`src/hw/rtl/mhcp_ram.sv`:
```
// Generic single-port synchronous RAM with registered read.
// No dependencies.
`timescale 1ns / 1ps

module mhcp_ram #(
    parameter int WIDTH = 16,
    parameter int DEPTH = 256
) (
    input  logic                     aclk,
    input  logic                     we,
    input  logic [$clog2(DEPTH)-1:0] addr,
    input  logic [WIDTH-1:0]         wdata,
    output logic [WIDTH-1:0]         rdata
);

    logic [WIDTH-1:0] mem [DEPTH];

    always_ff @(posedge aclk) begin
        if (we) begin
            mem[addr] <= wdata;
        end
        rdata <= mem[addr];
    end

endmodule
```
`config.mk`:
```
export PLATFORM = sky130hd
export DESIGN_NAME = mhcp_ram
export DESIGN_NICKNAME = d
export VERILOG_FILES = /design/src/hw/rtl/mhcp_ram.sv
export SDC_FILE = /design/constraint.sdc
export NUM_CORES = 2
export LEC_CHECK = 0
export BUFFER_PORTS_ARGS = -buffer_cell sky130_fd_sc_hd__buf_4
export CAP_MARGIN = 40
export CORE_MARGIN = 4
export CORE_UTILIZATION = 50
export CTS_BUF_LIST = sky130_fd_sc_hd__clkbuf_8
export CTS_CLUSTER_SIZE = 24
export DETAILED_ROUTE_END_ITERATION = 10
export PLACE_DENSITY = 0.68
export SYNTH_ARGS = -nofsm -noshare
export SYNTH_HDL_FRONTEND = slang
export SYNTH_SLANG_ARGS = --single-unit
```
`constraint.sdc`:
```
create_clock -name aclk -period 5.37 [get_ports aclk]
set_clock_uncertainty 0.05 [all_clocks]
set_input_delay 0.537 -clock aclk [delete_from_list [all_inputs] [get_ports aclk]]
set_output_delay 0.537 -clock aclk [all_outputs]
set_load 0.03 [all_outputs]
```
==> results.json <==
{
  "status": "finished, final reports clean",
  "reg2reg_to": "rdata[15]$_DFF_P_",
  "drc": 0,
  "cts_buffers": 637,
  "ys_ff_latch": 4112,
  "initialDrtViolationCount": 10730,
  "final_max_slew_viol_count": 0,
  "ff2ff_path_depth": 6,
  "clock_power_share_pct": 38.7,
  "cts_resized": 0,
  "arrival_ns": 4.33,
  "drv_cap": 0,
  "initial_core_util_pct": 50.27,
  "gp_congestion": 0.8274,
  "grt_pass1_vias": 77620,
  "cts_root_buffer": "clkbuf_8",
  "startpoint": "addr[1]",
  "grt_usage_pct": 24.89,
  "final.setup.worst_slack_ns": 1.992,
  "avgSynthCellArea_um2": 23.10,
  "htreeDepth": 6,
  "synth_top_area_share_pct": 79.15,
  "p_per_area_mw_per_mm2": 357.5,
  "hold_viol": 0,
  "leakage_nw": 55.07,
  "path_common_cell": "buf_4",
  "setup-violations-final": 0,
  "setup.worst_path.class": "in -> reg",
  "cts_tree": "built",
  "grt_max_degree": 177,
  "crit_fanout": 69,
  "start_kind": "input pin",
  "antenna_found_initial": 26,
  "swShare_pct": 23.20,
  "dieHeight_um": 565.5,
  "slowest_delay_ns": 0.82,
  "seqPwrFrac_pct": 56.4,
  "insertion_delay_ns": 1.24,
  "viasPerCell": 6.340,
  "die-area_mm2": 0.3198,
  "gr-total-overflow": 0,
  "yosysWarnings": 0,
  "rsz0062_at_grt": "false",
  "p_int_w": 0.04831,
  "grt_pass1_wl_mm": 571.7,
  "required_ns": 6.32,
  "syn_area_mm2": 0.1554,
  "ys_seq_area_share_pct": 79.36,
  "hold_path_class": "in -> reg",
  "r2r_setup_slack_ns": 2.34,
  "critical-path-slowest-cell": "o41ai_1",
  "synth_cell_types": 22,
  "synthesis.nets": 6753,
  "crit_end": "rdata[15]$_DFF_P_",
  "synth_area_leaders": "edfxtp_1 79%, mux4_2 15%, a22oi_1 2.5%",
  "num-fill-cells": 21980,
  "ctsLongestPathBuffers": 4,
  "setup_tns_ns": 0,
  "register_area_mm2": 0.1233,
  "tightest_slew_ns": 1.337,
  "worstPathCellList": "buf_8, buf_4, mux4_2, a22oi_1, a21oi_1, o41ai_1, buf_4, nand4_1",
  "nets": 7519,
  "port_buffers": 41,
  "vias": 76850,
  "ioPinCount": 42,
  "p_sw_w": 0.01460,
  "drt-total-wl_mm": 398.4,
  "fin_crit_ns": 3.378,
  "drt-pass1-iter-count": 6,
  "hpwl_mm": 228.3,
  "drive_above_1_share_pct": 30.34,
  "pre_cts_slack_ns": 0.7858,
  "ant_nets": 0,
  "slew_headroom_pct": 10.87,
  "core_area_mm2": 0.3091,
  "power.share.combinational_pct": 4.9,
  "die_w_um": 565.5,
  "wl_per_cell_um": 32.87,
  "synth_cells": 6727,
  "p_total_w": 0.06290,
  "row_count": 204,
  "min_period_over_period_pct": 62.90,
  "multi_input_area_mm2": 0.03067,
  "rr_startpoint": "mem[91][15]$_DFFE_PP_",
  "synth_area_leader_cell": "edfxtp_1",
  "irDropWorstVdd_v": 0.0002628,
  "endpoint_kind": "register",
  "max_freq_mhz": 296.0,
  "clkTransAtPathRegs_ns": 0.06,
  "area_growth_syn_to_layout_pct": 13.23,
  "cts.sinks": 4112,
  "hold_ws_ns": 0.1974
}
through the flow:
step	std cells	instance area, um^2	util [%]
4_1_cts	12100	175900	56.90
6_report	12120	176000	56.92
3_3_place_gp	10930	163700	52.96
5_1_grt	12120	175900	56.92
2_1_floorplan	6727	155400	-
3_5_place_dp	10950	164000	53.05
cells in the mapped netlist, drive strengths merged:
| cell type | instances |
|---|---|
| nor2b | 7 |
| o41ai | 64 |
| or2 | 2 |
| and2 | 3 |
| nor3 | 30 |
| dfxtp | 16 |
| nand2b | 6 |
| edfxtp | 4096 |
| a22oi | 512 |
| nand4 | 16 |
| clkbuf | 249 |
| nand3 | 13 |
| or3 | 1 |
| inv | 1 |
| nor2 | 232 |
| buf | 171 |
| nand2 | 28 |
| a21oi | 256 |
| mux4 | 1024 |
cells in the final DEF, fill, tap and decap left out, types with 27 or more instances in the layout:
| cell type | synthesis | routed |
|---|---|---|
| nor3_2 | 0 | 30 |
| clkinv_2 | 0 | 52 |
| o41ai_1 | 64 | 35 |
| a21oi_1 | 256 | 256 |
| nand2_1 | 28 | 27 |
| nor2_1 | 232 | 209 |
| buf_12 | 0 | 50 |
| o41ai_2 | 0 | 29 |
| clkinv_1 | 0 | 145 |
| a22oi_1 | 512 | 512 |
| mux4_2 | 1024 | 1024 |
| edfxtp_1 | 4096 | 4096 |
| clkbuf_8 | 0 | 649 |
| buf_4 | 16 | 442 |
| inv_1 | 1 | 217 |
cell families (layout without fill, tap and decap cells):
logic type	count (synthesis)	count (layout)	synth area share [%]
buffers and inverters	421	1680	1.238
muxes	1024	1024	14.84
DFF	4112	4112	79.36
AOI/OAI and AO/OA	832	832	3.659
other	0	16	0
and+or+nand+nor	338	338	0.9074
worst min-delay path by stage:
stage,start,end,slack [ns],depth (start not counted)
final,we,mem[184][7]$_DFFE_PP_,0.20,4
after global routing,we,mem[184][7]$_DFFE_PP_,0.15,4
after CTS,we,mem[184][1]$_DFFE_PP_,0.09,4
after detailed placement,mem[98][5]$_DFFE_PP_,rdata[5]$_DFF_P_,0.89,5
after global placement,mem[128][13]$_DFFE_PP_,rdata[13]$_DFF_P_,0.90,5
after floorplan,wdata[0],mem[0][0]$_DFFE_PP_,0.59,0
layer usage:
layer | wire length, um | share of wire (%) | track usage [%]
met2 | 190800 | 48 | 38.48
met3 | 43410 | 11 | 6.095
met1 | 149300 | 37 | 35.01
met5 | 123 | 0.031 | 0
met4 | 14780 | 3.7 | 8.916
repair_timing:
| item | CTS | global route |
|---|---|---|
| hold buffers | 18 | 0 |
| buffers inserted | 0 | 0 |
| hold endpoints to repair | 1561 | 0 |
power groups by stage:
stage          sequential [W]  combinational, W  clock [W]
2_1_floorplan          0.0361           0.00152          0
3_3_place_gp           0.0361           0.00299          0
3_5_place_dp           0.0362           0.00306          0
4_1_cts                0.0355           0.00307     0.0247
5_1_grt                0.0355           0.00322     0.0263
6_report               0.0355           0.00306     0.0244
state kept, by name, summed over array words and instances (netlist names):
name   flops
mem     4096
rdata     16
area by class of cell:
type | count | area share [%]
Antenna cell | 16 | 0.02275
Tap cell | 4120 | 2.930
Inverter | 1 | 0.002133
Sequential cell | 4112 | 70.08
Clock inverter | 483 | 1.595
Timing Repair Buffer | 547 | 2.859
Clock buffer | 649 | 5.076
Multi-Input combinational cell | 2194 | 17.43
worst max-delay path: cells and delay by family:
kind	cells	cell delay [ns]
AND/OR/NAND/NOR	1	0.11
multiplexers	1	0.41
AO/OA/AOI/OAI	3	1.48
buffers and inverters	3	1.63
Note: power is estimated with default switching activity, not from simulation.
